===== src/rtl/core/hpm_pkg.sv =====
// ---------------------------------------------------------------------------
// hpm_pkg
// Types, constants and register indexes of the homography point mapper.
// ---------------------------------------------------------------------------
package hpm_pkg;

    localparam int COEF_N     = 8;
    localparam int COEF_W     = 32;
    localparam int COEF_IDX_W = 3;
    localparam int CFG_ADDR_W = 4;
    localparam int COORD_W    = 16;
    localparam int PROD_W     = COEF_W + COORD_W;
    localparam int SUM_W      = PROD_W + 1;
    localparam int MAG_W      = PROD_W;
    // quotient is taken with one extra fraction bit for rounding
    localparam int QB         = 17;
    localparam int DIV_STEPS  = QB;

    localparam logic [COORD_W-1:0] INVALID_COORD = 16'hFFF0;
    localparam logic [COORD_W-1:0] Q_POS_MAX     = 16'h7FFF;
    localparam logic [COORD_W-1:0] Q_NEG_MIN     = 16'h8000;
    localparam logic [QB-1:0]      Q_POS_LIM     = 17'd32767;
    localparam logic [QB-1:0]      Q_NEG_LIM     = 17'd32768;
    localparam logic [SUM_W-1:0]   ONE_Q32       = 49'h1_0000_0000;

    typedef enum logic [CFG_ADDR_W-1:0] {
        REG_COEF_A = 4'd0,
        REG_COEF_B = 4'd1,
        REG_COEF_C = 4'd2,
        REG_COEF_D = 4'd3,
        REG_COEF_E = 4'd4,
        REG_COEF_F = 4'd5,
        REG_COEF_G = 4'd6,
        REG_COEF_H = 4'd7
    } hpm_reg_t;

    typedef logic [COEF_N-1:0][COEF_W-1:0] hpm_coef_t;

    localparam hpm_coef_t COEF_RESET = {32'd0, 32'd0, 32'd0, 32'd65536,
                                        32'd0, 32'd0, 32'd0, 32'd65536};

    typedef struct packed {
        logic signed [COORD_W-1:0] src_x;
        logic signed [COORD_W-1:0] src_y;
    } hpm_in_t;

    typedef struct packed {
        logic signed [COORD_W-1:0] dst_x;
        logic signed [COORD_W-1:0] dst_y;
        logic                      point_valid;
    } hpm_out_t;

    // divider pipeline payload, one lane for x and one for y
    typedef struct packed {
        logic [MAG_W-1:0] rem_x;
        logic [MAG_W-1:0] rem_y;
        logic [MAG_W-1:0] den;
        logic [QB-1:0]    quo_x;
        logic [QB-1:0]    quo_y;
        logic             neg_x;
        logic             neg_y;
        logic             ovf_x;
        logic             ovf_y;
        logic             zero;
    } hpm_div_t;

endpackage


===== src/rtl/core/hpm_div_stage.sv =====
// ---------------------------------------------------------------------------
// hpm_div_stage
// One restoring division step for both lanes, registered.
// ---------------------------------------------------------------------------
module hpm_div_stage
    import hpm_pkg::*;
(
    input  logic     clk,
    input  logic     rst_n,
    input  logic     en,
    input  logic     in_valid,
    input  hpm_div_t in_data,
    output logic     out_valid,
    output hpm_div_t out_data
);

    logic     valid_reg;
    hpm_div_t data_reg, data_next;
    logic [MAG_W:0] rx2, ry2, den_ext;
    logic           gx, gy;
    logic [MAG_W:0] dx, dy;

    // shift remainder, subtract divisor when it fits
    always_comb
    begin
        rx2     = {in_data.rem_x, 1'b0};
        ry2     = {in_data.rem_y, 1'b0};
        den_ext = {1'b0, in_data.den};
        gx      = (rx2 >= den_ext);
        gy      = (ry2 >= den_ext);
        dx      = rx2 - den_ext;
        dy      = ry2 - den_ext;

        data_next       = in_data;
        data_next.rem_x = gx ? dx[MAG_W-1:0] : rx2[MAG_W-1:0];
        data_next.rem_y = gy ? dy[MAG_W-1:0] : ry2[MAG_W-1:0];
        data_next.quo_x = {in_data.quo_x[QB-2:0], gx};
        data_next.quo_y = {in_data.quo_y[QB-2:0], gy};
    end

    always_ff @(posedge clk or negedge rst_n)
    begin
        if (!rst_n)
        begin
            valid_reg <= 1'b0;
        end
        else if (en)
        begin
            valid_reg <= in_valid;
        end
    end

    always_ff @(posedge clk)
    begin
        if (en)
        begin
            data_reg <= data_next;
        end
    end

    assign out_valid = valid_reg;
    assign out_data  = data_reg;

endmodule


===== config.mk =====
export PLATFORM = sky130hd
export DESIGN_NAME = hpm_div_stage
export DESIGN_NICKNAME = d
export VERILOG_FILES = /design/src/rtl/core/hpm_pkg.sv /design/src/rtl/core/hpm_div_stage.sv
export SDC_FILE = /design/constraint.sdc
export NUM_CORES = 1
export LEC_CHECK = 0
export BUFFER_PORTS_ARGS = -buffer_cell sky130_fd_sc_hd__buf_2
export CAP_MARGIN = 20
export CORE_MARGIN = 5
export CORE_UTILIZATION = 54
export CTS_BUF_LIST = sky130_fd_sc_hd__clkbuf_8
export DETAILED_ROUTE_END_ITERATION = 12
export GPL_TIMING_DRIVEN = 0
export PLACE_DENSITY_LB_ADDON = 0.2
export SLEW_MARGIN = 20
export SYNTH_ARGS = -nofsm -noshare
export SYNTH_HDL_FRONTEND = slang
export SYNTH_SLANG_ARGS = --single-unit
export TNS_END_PERCENT = 5

===== constraint.sdc =====
create_clock -name clk -period 0.9 [get_ports clk]
set_clock_uncertainty 0.1 [all_clocks]
set_input_delay 0 -clock clk [delete_from_list [all_inputs] [get_ports clk]]
set_output_delay 0 -clock clk [all_outputs]
set_load 0.005 [all_outputs]

---- After elaboration in Yosys (flattened, before gate mapping) ----
Index checks and enable logic that the tools add are counted.
W data, S select, Z words.
storage, ports and cells
  output and inout bits ................... 184
  register bits after elaboration ......... 184
  bits of input ports ..................... 187
  logic and storage cells ................. 19
operators by class
  muxes and demuxes ....................... 2
  $add $sub $neg .......................... 2
  $lt $le $gt $ge ......................... 2
operators by type and width
  operator          count
  $ge A49 B48 Y1    2
  $mux W48          2
  $sub A48 B48 Y48  2

---- Depth between registers and ports, before layout ----
  word-level depth ........................ 2
  gate-level depth with buffers ........... 15
  gate-level depth less buffers ........... 13

---- Worst setup path after synthesis ----
OpenSTA, ideal clock, no wires.
  path type ............................... input -> register
  start point ............................. input port in_data[42] (netlist bit)
  end point ............................... register data_reg (netlist bit out_data[143]), data pin
  arrival time ............................ 3.023 ns
  required time ........................... 0.540 ns
  slack ................................... -2.483 ns
  setup time .............................. 0.260 ns
  buffers on the path ..................... 1
  cell stages on the path ................. 14
  cells stage by stage .................... inv_1 ha_1 nand3_2 o21bai_4 a31o_4 a2111oi_4 a21oi_2 o31ai_4 a31oi_4 o31a_1 o21a_4 inv_8 buf_12 mux2_4
RTL lines
  what                    RTL line             RTL
  start: declaration      hpm_div_stage.sv:12  input hpm_div_t in_data,
  end signal: assignment  hpm_div_stage.sv:57  data_reg <= data_next;
  end: declaration        hpm_div_stage.sv:18  hpm_div_t data_reg, data_next;

==> out/results.ini <==
[run_status]
status = complete, but fails checks
violations = negative hold slack, negative setup slack

[clock_network]
root_buffer = clkbuf_8
htreeDepth = 4
numCtsBuffers = 17
clk_pin_slew_ps = 120
tritoncts = yes
clk_latency_ps = 480
cts.sinks = 184
cts_buffer_depth = 2

[worst_hold_path]
hp-class = primary input to flop
hp-start = in_data[40]
whs_endpoint = out_data[40]
whs_path_depth = 1

[drt]
vias = 11800
wl_per_cell_um = 20.4
drt-total-wl_um = 42200
ant_nets = 0
drt_iter0_drc = 1012
vias_per_cell = 5.70
route.detailed.drc = 0
drtPass1Iterations = 6

[power]
power_density_nw_per_um2 = 1470
p_total_uw = 26600
leakagePower_uw = 0.00795
vdd_drop_max_v = 0.00111

[place]
dpl_cell_area_um2 = 15000
preCtsSetupSlack_ps = -3110
gp_congestion = 0.905
dp_hpwl_um = 29000
portBuffers = 368

[timing]
layout_min_cycle_time_ps = 2950
maxSlewViolCount = 0
fmax_mhz = 338
tightestPinTransition_ps = 607
hold_ws_ps = -382
slew_headroom = 0.591
hold_viol_final = 88
finalSetupViolCount = 282
finalCritPeriodShare = 3.28
rsz0062_at_grt = yes
worst_slack_ps = -2050

[floorplanning]
start_util = 0.552
die_x_um = 163
io_pins = 371
fp.coreArea_um2 = 22800
dieArea_um2 = 26400
rows = 55
die_h_um = 163

[global_routing]
grt_pass1_vias = 11800
grt_max_degree = 103
grt_overflow = 0
grtUsageTotal = 0.304
grt_pass1_wl_um = 63400
antenna_found_initial = 7

[setup_path]
rr_endpoint = out_valid
path_max_fanout = 6
cp_data_required_time_ps = 1050
end_kind = flop
r2r_slack_ps = 30
reg2regPathDepth = 1
arrival_ps = 3110
start_kind = primary input
r2r_start = out_valid
critPathKind = primary input to flop

[yosys]
ys_top_cells_by_area = edfxtp_1 (44%), ha_1 (9.6%), mux2_4 (4.5%), mux2_2 (4.2%), xnor2_1 (3.8%)
synth_edf_count = 183
synth_fp_nets = 1422
ys_seq_area_frac = 0.439
synth_top_area_frac = 0.437
yosysMostFrequentCell = edfxtp_1
ys_seq_elements = 184
synthTopCellsByCount = edfxtp_1 (183), ha_1 (96), a21oi_1 (89)
synth_top_cell_by_area = edfxtp_1
synth_cell_types = 81
synth_area_per_cell_um2 = 11.1
syn_inst = 1137
ys_warn_count = 0
synth-async-reset-ratio = 0.00543
synth_flop_cell = edfxtp_1
synth_area_um2 = 12600

[cells_and_area]
area_delta_synth_final_pct = 43.5
drive_above_1_share = 0.355
design_area_um2 = 18000
fin_util = 0.792
num-nets-final = 2025

[job]
drv_cap = 0

-- cells by family (layout without fill, tap and decap cells) --
family,count (synthesis),in the layout,synth area share
AOI/OAI and AO/OA,317,317,0.172
muxes,91,91,0.0927
xor gates and xnor gates,83,83,0.0578
DFF,184,184,0.439
buffers and inverters,115,731,0.0405
adders and majority gates,98,98,0.0987
other,0,1,0
and+or+nand+nor,249,249,0.0987
-- cell type report --
cell class                 count  area (um2)
sequential                   184        5520
clock buffer                  17         234
clock inverter                15         168
timing repair buffer         589        4090
inverter                      78         335
fill                        1421        4740
buffer                        32         248
tap                          313         392
multi-input combinational    838        7050
antenna                        1        2.50
-- state kept, by name, summed over array words and instances (netlist names) --
register,flops
out_data,183
out_valid,1
-- worst max-delay path, cell delays in order --
cell       delay, ps
buf_4            130
ha_4             270
nand3_2           70
o21bai_4         180
a31o_4           250
a2111oi_4        380
a21oi_4          140
o31ai_4          300
a31oi_4          170
o31a_1           330
o21a_4           250
clkinv_8          90
buf_8            130
buf_6            110
mux2_4           290
-- through the flow --
step                hold slack (ps)  setup TNS, ps  instances
finish                         -382        -222960       2067
global placement               -325        -752300       1818
CTS                            -397        -234240       2062
detailed placement             -321        -350150       1820
global route                   -408        -237650       2067
floorplan                      -396        -203320       1137
-- worst max path at each step --
stage	startpoint	to	cells past startpoint
after floorplan	in_data[42]	out_data[143]	14
after global placement	in_data[59]	out_data[182]	14
after detailed placement	in_data[39]	out_data[181]	12
after CTS	in_data[41]	out_data[138]	16
after global routing	in_data[138]	out_data[137]	15
final	in_data[137]	out_data[138]	15
-- per-layer routing --
layer | global-route usage | vias up | wire [um]
li1 | - | 5501 | -
met3 | 0.0709 | 105 | 3720
met1 | 0.369 | 5585 | 16100
met5 | 0 | - | 89
met2 | 0.540 | 589 | 21100
met4 | 0.0926 | 12 | 1250
-- cell usage in the layout, fill, tap and decap left out, types with 5 or more instances in the layout --
cell | netlist | final
a21o_1 | 57 | 57
a21oi_1 | 89 | 87
a221oi_1 | 6 | 5
a31oi_1 | 14 | 11
and2_1 | 8 | 7
and3_1 | 9 | 9
buf_12 | 4 | 6
buf_2 | 4 | 360
buf_4 | 0 | 36
buf_6 | 0 | 9
clkbuf_1 | 29 | 21
clkbuf_8 | 0 | 17
dlygate4sd3_1 | 0 | 180
edfxtp_1 | 183 | 183
ha_1 | 96 | 80
ha_2 | 0 | 5
ha_4 | 0 | 11
inv_1 | 77 | 71
inv_8 | 1 | 5
mux2_2 | 47 | 43
mux2_4 | 38 | 42
nand2_1 | 63 | 61
nand2b_1 | 11 | 10
nand3_1 | 25 | 23
nand4_1 | 21 | 21
nor2_1 | 50 | 49
nor2b_1 | 17 | 16
nor3_1 | 25 | 22
o211ai_1 | 8 | 8
o21a_1 | 10 | 10
o21ai_0 | 50 | 47
o21bai_1 | 19 | 19
xnor2_1 | 55 | 55
xor2_1 | 28 | 28
-- report_power, final --
part,switching (uW),internal (uW),leakage (uW)
logic,4810,4830,0.00595
clock network,3810,2130,0.000204
registers,269,10700,0.00180
total,8890,17700,0.00795
-- repair_timing --
item,CTS,global route
setup buffers,31,7
pin swaps,33,20
hold endpoints to repair,265,90
hold buffers,178,2
setup endpoints to repair,384,283
gates resized for setup,75,35
cloned,1,0
Note: power is estimated with default switching activity, not from simulation.
