--- config.mk ---
export PLATFORM = sky130hd
export DESIGN_NAME = hpm_round
export DESIGN_NICKNAME = d
export VERILOG_FILES = /design/src/rtl/core/hpm_pkg.sv /design/src/rtl/core/hpm_round.sv
export SDC_FILE = /design/constraint.sdc
export NUM_CORES = 1
export LEC_CHECK = 0
export BUFFER_PORTS_ARGS = -buffer_cell sky130_fd_sc_hd__buf_2
export CORE_MARGIN = 10
export CORE_UTILIZATION = 45
export CTS_CLUSTER_SIZE = 8
export DETAILED_ROUTE_END_ITERATION = 10
export GPL_TIMING_DRIVEN = 0
export PLACE_DENSITY = 0.82
export SKIP_LAST_GASP = 1
export SYNTH_ARGS = -nofsm -noshare
export SYNTH_HDL_FRONTEND = slang
export SYNTH_SLANG_ARGS = --single-unit
--- constraint.sdc ---
create_clock -name clk -period 0.9 [get_ports clk]
set_input_delay 0.27 -clock clk [delete_from_list [all_inputs] [get_ports clk]]
set_output_delay 0.27 -clock clk [all_outputs]
set_load 0.01 [all_outputs]
--- src/rtl/core/hpm_pkg.sv ---
// ---------------------------------------------------------------------------
// hpm_pkg
// Types, constants and register indexes of the homography point mapper.
// ---------------------------------------------------------------------------
package hpm_pkg;

    localparam int COEF_N     = 8;
    localparam int COEF_W     = 32;
    localparam int COEF_IDX_W = 3;
    localparam int CFG_ADDR_W = 4;
    localparam int COORD_W    = 16;
    localparam int PROD_W     = COEF_W + COORD_W;
    localparam int SUM_W      = PROD_W + 1;
    localparam int MAG_W      = PROD_W;
    // quotient is taken with one extra fraction bit for rounding
    localparam int QB         = 17;
    localparam int DIV_STEPS  = QB;

    localparam logic [COORD_W-1:0] INVALID_COORD = 16'hFFF0;
    localparam logic [COORD_W-1:0] Q_POS_MAX     = 16'h7FFF;
    localparam logic [COORD_W-1:0] Q_NEG_MIN     = 16'h8000;
    localparam logic [QB-1:0]      Q_POS_LIM     = 17'd32767;
    localparam logic [QB-1:0]      Q_NEG_LIM     = 17'd32768;
    localparam logic [SUM_W-1:0]   ONE_Q32       = 49'h1_0000_0000;

    typedef enum logic [CFG_ADDR_W-1:0] {
        REG_COEF_A = 4'd0,
        REG_COEF_B = 4'd1,
        REG_COEF_C = 4'd2,
        REG_COEF_D = 4'd3,
        REG_COEF_E = 4'd4,
        REG_COEF_F = 4'd5,
        REG_COEF_G = 4'd6,
        REG_COEF_H = 4'd7
    } hpm_reg_t;

    typedef logic [COEF_N-1:0][COEF_W-1:0] hpm_coef_t;

    localparam hpm_coef_t COEF_RESET = {32'd0, 32'd0, 32'd0, 32'd65536,
                                        32'd0, 32'd0, 32'd0, 32'd65536};

    typedef struct packed {
        logic signed [COORD_W-1:0] src_x;
        logic signed [COORD_W-1:0] src_y;
    } hpm_in_t;

    typedef struct packed {
        logic signed [COORD_W-1:0] dst_x;
        logic signed [COORD_W-1:0] dst_y;
        logic                      point_valid;
    } hpm_out_t;

    // divider pipeline payload, one lane for x and one for y
    typedef struct packed {
        logic [MAG_W-1:0] rem_x;
        logic [MAG_W-1:0] rem_y;
        logic [MAG_W-1:0] den;
        logic [QB-1:0]    quo_x;
        logic [QB-1:0]    quo_y;
        logic             neg_x;
        logic             neg_y;
        logic             ovf_x;
        logic             ovf_y;
        logic             zero;
    } hpm_div_t;

endpackage

--- src/rtl/core/hpm_round.sv ---
// ---------------------------------------------------------------------------
// hpm_round
// Rounding, sign, saturation and zero-denominator handling; output register.
// ---------------------------------------------------------------------------
module hpm_round
    import hpm_pkg::*;
(
    input  logic     clk,
    input  logic     rst_n,
    input  logic     en,
    input  logic     in_valid,
    input  hpm_div_t in_data,
    output logic     out_valid,
    output hpm_out_t out_data
);

    logic     valid_reg;
    hpm_out_t data_reg, data_next;

    function automatic logic [COORD_W-1:0] finish(input logic [QB-1:0] t,
                                                  input logic neg,
                                                  input logic ovf);
        logic [QB:0]   sum;
        logic [QB-1:0] q;
        logic [COORD_W-1:0] res;
        begin
            // t carries one extra fraction bit: add half and drop it
            sum = {1'b0, t} + (QB+1)'(1);
            q   = sum[QB:1];
            if (ovf)
            begin
                res = neg ? Q_NEG_MIN : Q_POS_MAX;
            end
            else if (q == '0)
            begin
                res = '0;
            end
            else if (neg)
            begin
                res = (q >= Q_NEG_LIM) ? Q_NEG_MIN : COORD_W'(-q);
            end
            else
            begin
                res = (q > Q_POS_LIM) ? Q_POS_MAX : q[COORD_W-1:0];
            end
            return res;
        end
    endfunction

    always_comb
    begin
        if (in_data.zero)
        begin
            data_next.dst_x       = INVALID_COORD;
            data_next.dst_y       = INVALID_COORD;
            data_next.point_valid = 1'b0;
        end
        else
        begin
            data_next.dst_x       = finish(in_data.quo_x, in_data.neg_x, in_data.ovf_x);
            data_next.dst_y       = finish(in_data.quo_y, in_data.neg_y, in_data.ovf_y);
            data_next.point_valid = 1'b1;
        end
    end

    always_ff @(posedge clk or negedge rst_n)
    begin
        if (!rst_n)
        begin
            valid_reg <= 1'b0;
        end
        else if (en)
        begin
            valid_reg <= in_valid;
        end
    end

    always_ff @(posedge clk)
    begin
        if (en)
        begin
            data_reg <= data_next;
        end
    end

    assign out_valid = valid_reg;
    assign out_data  = data_reg;

endmodule

Word-level counts from Yosys, hierarchy flattened
Cells that the tools add are included.
Widths: inputs -> output; s select.
{ "op_classes": {"mux": 13, "magnitude_cmp": 4, "reduce_logical": 2, "add_sub_neg": 4} }
{ "op_table": {"columns": ["operator", "n"], "rows": [
  ["$mux 16", 12],
  ["$add 17x1->18 const B", 2],
  ["$ge 17x16->1 const B", 2],
  ["$gt 17x15->1 const B", 2],
  ["$logic_not 17->1", 2],
  ["$neg 16->16", 2],
  ["$mux 1", 1]
]} }
{ "totals": {"input_bits": 187, "elab_cells": 27, "ff_bits": 34, "out_inout_bits": 34} }

Depth between registers and ports, before layout
{ "logic_depth": {"word_depth": 6, "depth_mapped": 11, "mapped_depth_nobuf": 9} }

Worst setup path after synthesis
No wires, ideal clock.
{ "synth_timing": {"path_type": "input -> register", "start": "input port in_data[5] in the netlist's numbering", "end": "register data_reg, in the netlist out_data[5] (data pin)", "setup_time_ns": 0.169, "slack_ns": -1.738, "t_required_ns": 0.731, "arrival_time_ns": 2.469, "cell_stages": 10, "cell_sequence": "ha_1 > buf_2 > xor2_1 > ha_1 > nand4b_1 > or3_1 > or4_1 > o211ai_2 > a21oi_1 > o31ai_1"} }
{ "synth_via": {"elab_chain_len": 6, "word_cells_on_any_way": 10} }
{ "synth_lines": {"columns": ["item", "line", "text"], "rows": [
  ["from (decl)", "hpm_round.sv:12", "input hpm_div_t in_data,"],
  ["$add 17x1->18 *", "hpm_round.sv:28", "sum = {1'b0, t} + (QB+1)'(1);"],
  ["$neg 16->16 (tied with other cells)", "hpm_round.sv:40", "res = (q >= Q_NEG_LIM) ? Q_NEG_MIN : COORD_W'(-q);"],
  ["$mux 16, on equally long branches", "hpm_round.sv:40, hpm_round.sv:44", null],
  ["$mux 16", "hpm_round.sv:38", "else if (neg)"],
  ["$mux 16 *", "hpm_round.sv:34", "else if (q == '0)"],
  ["$mux 16 *", "hpm_round.sv:30", "if (ovf)"],
  ["to (signal assigned)", "hpm_round.sv:82", "data_reg <= data_next;"],
  ["to (decl)", "hpm_round.sv:18", "hpm_out_t data_reg, data_next;"]
]} }
Mark *: on every way between the ends. The rest lies on a longest branch, timed or not.
A chain may end at the register's enable or synchronous reset.

Final worst setup path
{ "layout_timing": {"start": "input port in_data[6] in the netlist's numbering", "end": "register data_reg, in the netlist out_data[1] (data pin)"} }
The elaborated chain is that of the path after synthesis.

==> impl_results.md <==
- Max Freq: 396 MHz
- CTS tree: done
- P per Cell Area: 959 mW/mm2
- Placed cell area: between 0.004 and 0.005 mm2
- Final Wtd Congestion: a little over 0.9
- Failing checks: negative setup slack
- Skew-Pair Late Insertion Delay: 0.28 ns
- Hold Path Class: in -> reg
- Top Ports: 221
- Ant. Diodes: 0
- Total gr overflow: 0
- DRT Pass-1 Iters: 6
- TritonCTS buffer count: 5
- Gr usage total: between 20% and 30%
- 1st-iter DRT viols: 558
- DR vias/cell: around 6.7
- Leak pwr: approximately 0.0023 uW
- Initial Util: 46.0%
- Post-synth top flop: edfxtp_1
- Max Fanout on Critical Path: 6
- Core Rows: 33
- Post-synth EDFFs: 33
- Area of the multi-input gates: 0.00343 mm2
- Mapped Cells: 458
- Peak supply drop: ~0.59 mV
- DP Wirelength: 8.73 mm
- Antenna violations before repair: 0
- Worst hold margin: between 0.2 and 0.25 ns
- Top cell type's share of synthesized area: between 20% and 30%
- Setup tns final: -51.96 ns
- Port bufs: 61
- Drt total wl: 15.7 mm
- Synthesized Nets: about 650
- Remaining DRCs: 0
- Layout overhead on the synthesized area: 66.0%
- Status: finished with violations
- Post-synthesis cell area: 0.00374 mm2
- Fill cells: just under 500
- Final slew viol count: 0
- Yosys warns: 0
- Critical Path Sink Type: flop
- Maxcap violations: 0
- Nets@finish: 799
- WP data required: 1.02 ns
- Critical path class: in -> reg
- Clock Sinks: 34
- R2R Setup Slk: 0.16 ns
- Final setup violation count: 66
- WP data arrival: 2.64 ns
- #FFs+latches synth: 34
- Final ANT Viol Nets: 0
- Mean area per synthesized cell: 8.17 um2
- H-tree Lvls: 2
- Final min period: ~2.5 ns
- Die height: 111 um
- Clk pin slew, worst setup/hold paths: roughly 0.070 ns
- Worst setup startpoint: in_data[6]
- Post-synth ARST share: roughly 2.9%
- Post-synth top cells: o21ai_0 (36), edfxtp_1 (33), nand2_1 (33)
- Wire per inst: 22.0 um
- Critical Path Start Type: primary input
- Clk_skew: 0 ns
- Library cells used by synthesis: 69
- Core Region: 0.00813 mm2
- Worst hold start: in_valid
- Storage cell area: 0.00102 mm2
- Worst-Margin Slew: 0.855 ns
- CTS root buf: clkbuf_8
- Largest net degree at the start of global routing: 35
- Seq/Total Area, Yosys: 27.1%
- Final Hold Viols: 0
- Full die area: 0.0124 mm2
- First-pass GRT wire length: 22.5 mm
- Fin crit share: 280%
- Area contributors post-synth: edfxtp_1 (26%), xnor2_1 (5.9%), o21ai_0 (4.8%)
- Die width: 111 um
- Relative slew slack: 42.8%
- Area leader, netlist: edfxtp_1
- Most numerous cell in the Yosys netlist: o21ai_0
- Share of cells above drive strength 1: roughly half
- Final WS setup: -1.62 ns
- Vias in the first global route: 4,384
- R2r startpoint: out_valid
- Clk buf depth: 2
- Post-route cell area: 0.00621 mm2
- Vias: 4,797
- RSZ-0062 raised after global routing: true
## layout make-up
class	instances	share of cell area [%]
buffer	34	5.26
clock inverter	3	1.11
timing repair buffer	145	17.9
clock buffer	5	1.11
tap	105	2.11
inverter	16	0.967
sequential	34	16.4
multi-input combinational	370	55.2
## kinds of logic after synthesis
family | synth area share, %
xor+xnor | 9.36
compound gates | 24.9
flops | 27.1
mux | 2.78
buf+inv | 6.52
simple gates | 27.3
fa+ha+maj | 2.01
## critical path, stage by stage
cell and delay, ns:
buf_8 0.11, ha_4 0.16, buf_8 0.13, xor2_4 0.16, ha_2 0.17, nand4b_1 0.16
or3_1 0.34, or4_4 0.45, o21ai_0 0.32, a221oi_1 0.15, nor3_1 0.21
## cells in the final DEF (no fill, tap or decap), types with 9 or more instances in the layout
cell	n
a21oi_1	22
buf_2	49
buf_4	75
buf_6	22
buf_8	10
clkbuf_1	9
clkbuf_8	12
edfxtp_1	33
inv_1	14
nand2_1	28
nand3_1	17
nand4_1	13
nor2_1	21
nor3_1	10
o21ai_0	14
o21ai_1	20
xnor2_1	18
## registers in the layout, indices dropped and copies added, names as in the netlist
register,count
out_valid,1
out_data,33
## power breakdown
part / internal [uW] / switching [uW]
Clock: 1110 / 557
Sequential: 1900 / 29.3
Combinational: 993 / 1370
## path summary, 6_finish.rpt
check | to | cells past startpoint
max | out_data[1] | 11
min | out_valid | 2
max reg2reg | out_valid | 1
min reg2reg | out_valid | 1
max in group asynchronous | out_valid | 2
min in group asynchronous | out_valid | 2
## stage by stage
| step | worst slack (ns) | total power (uW) | util (%) | instances |
|---|---|---|---|---|
| after floorplan | -1.72 | 3040 | - | 458 |
| after global routing | -1.65 | 6210 | 76.4 | 712 |
| after global placement | -2.16 | 3540 | 55.7 | 624 |
| final | -1.62 | 5960 | 76.4 | 712 |
| after CTS | -1.52 | 5730 | 73.0 | 695 |
| after detailed placement | -2.20 | 3580 | 55.7 | 624 |
## routing by layer
| layer | part of all wire, % | GRT usage, % | up-vias |
|---|---|---|---|
| li1 | - | - | 2056 |
| met1 | 39 | 25.9 | 2209 |
| met2 | 45 | 34.8 | 431 |
| met3 | 11 | 4.98 | 101 |
| met4 | 5.3 | 8.31 | 0 |
| met5 | 0 | 0 | - |
## timing repair
item | 4_1_cts | 5_1_grt
endpoints found under the hold margin | 1 | 0
cloned | 2 | 0
hold buffers | 1 | 0
setup buffers | 64 | 17
setup endpoints to repair | 100 | 66
gates resized for setup | 169 | 29
pin swaps | 65 | 33
Power figures use the tool's default switching activity.
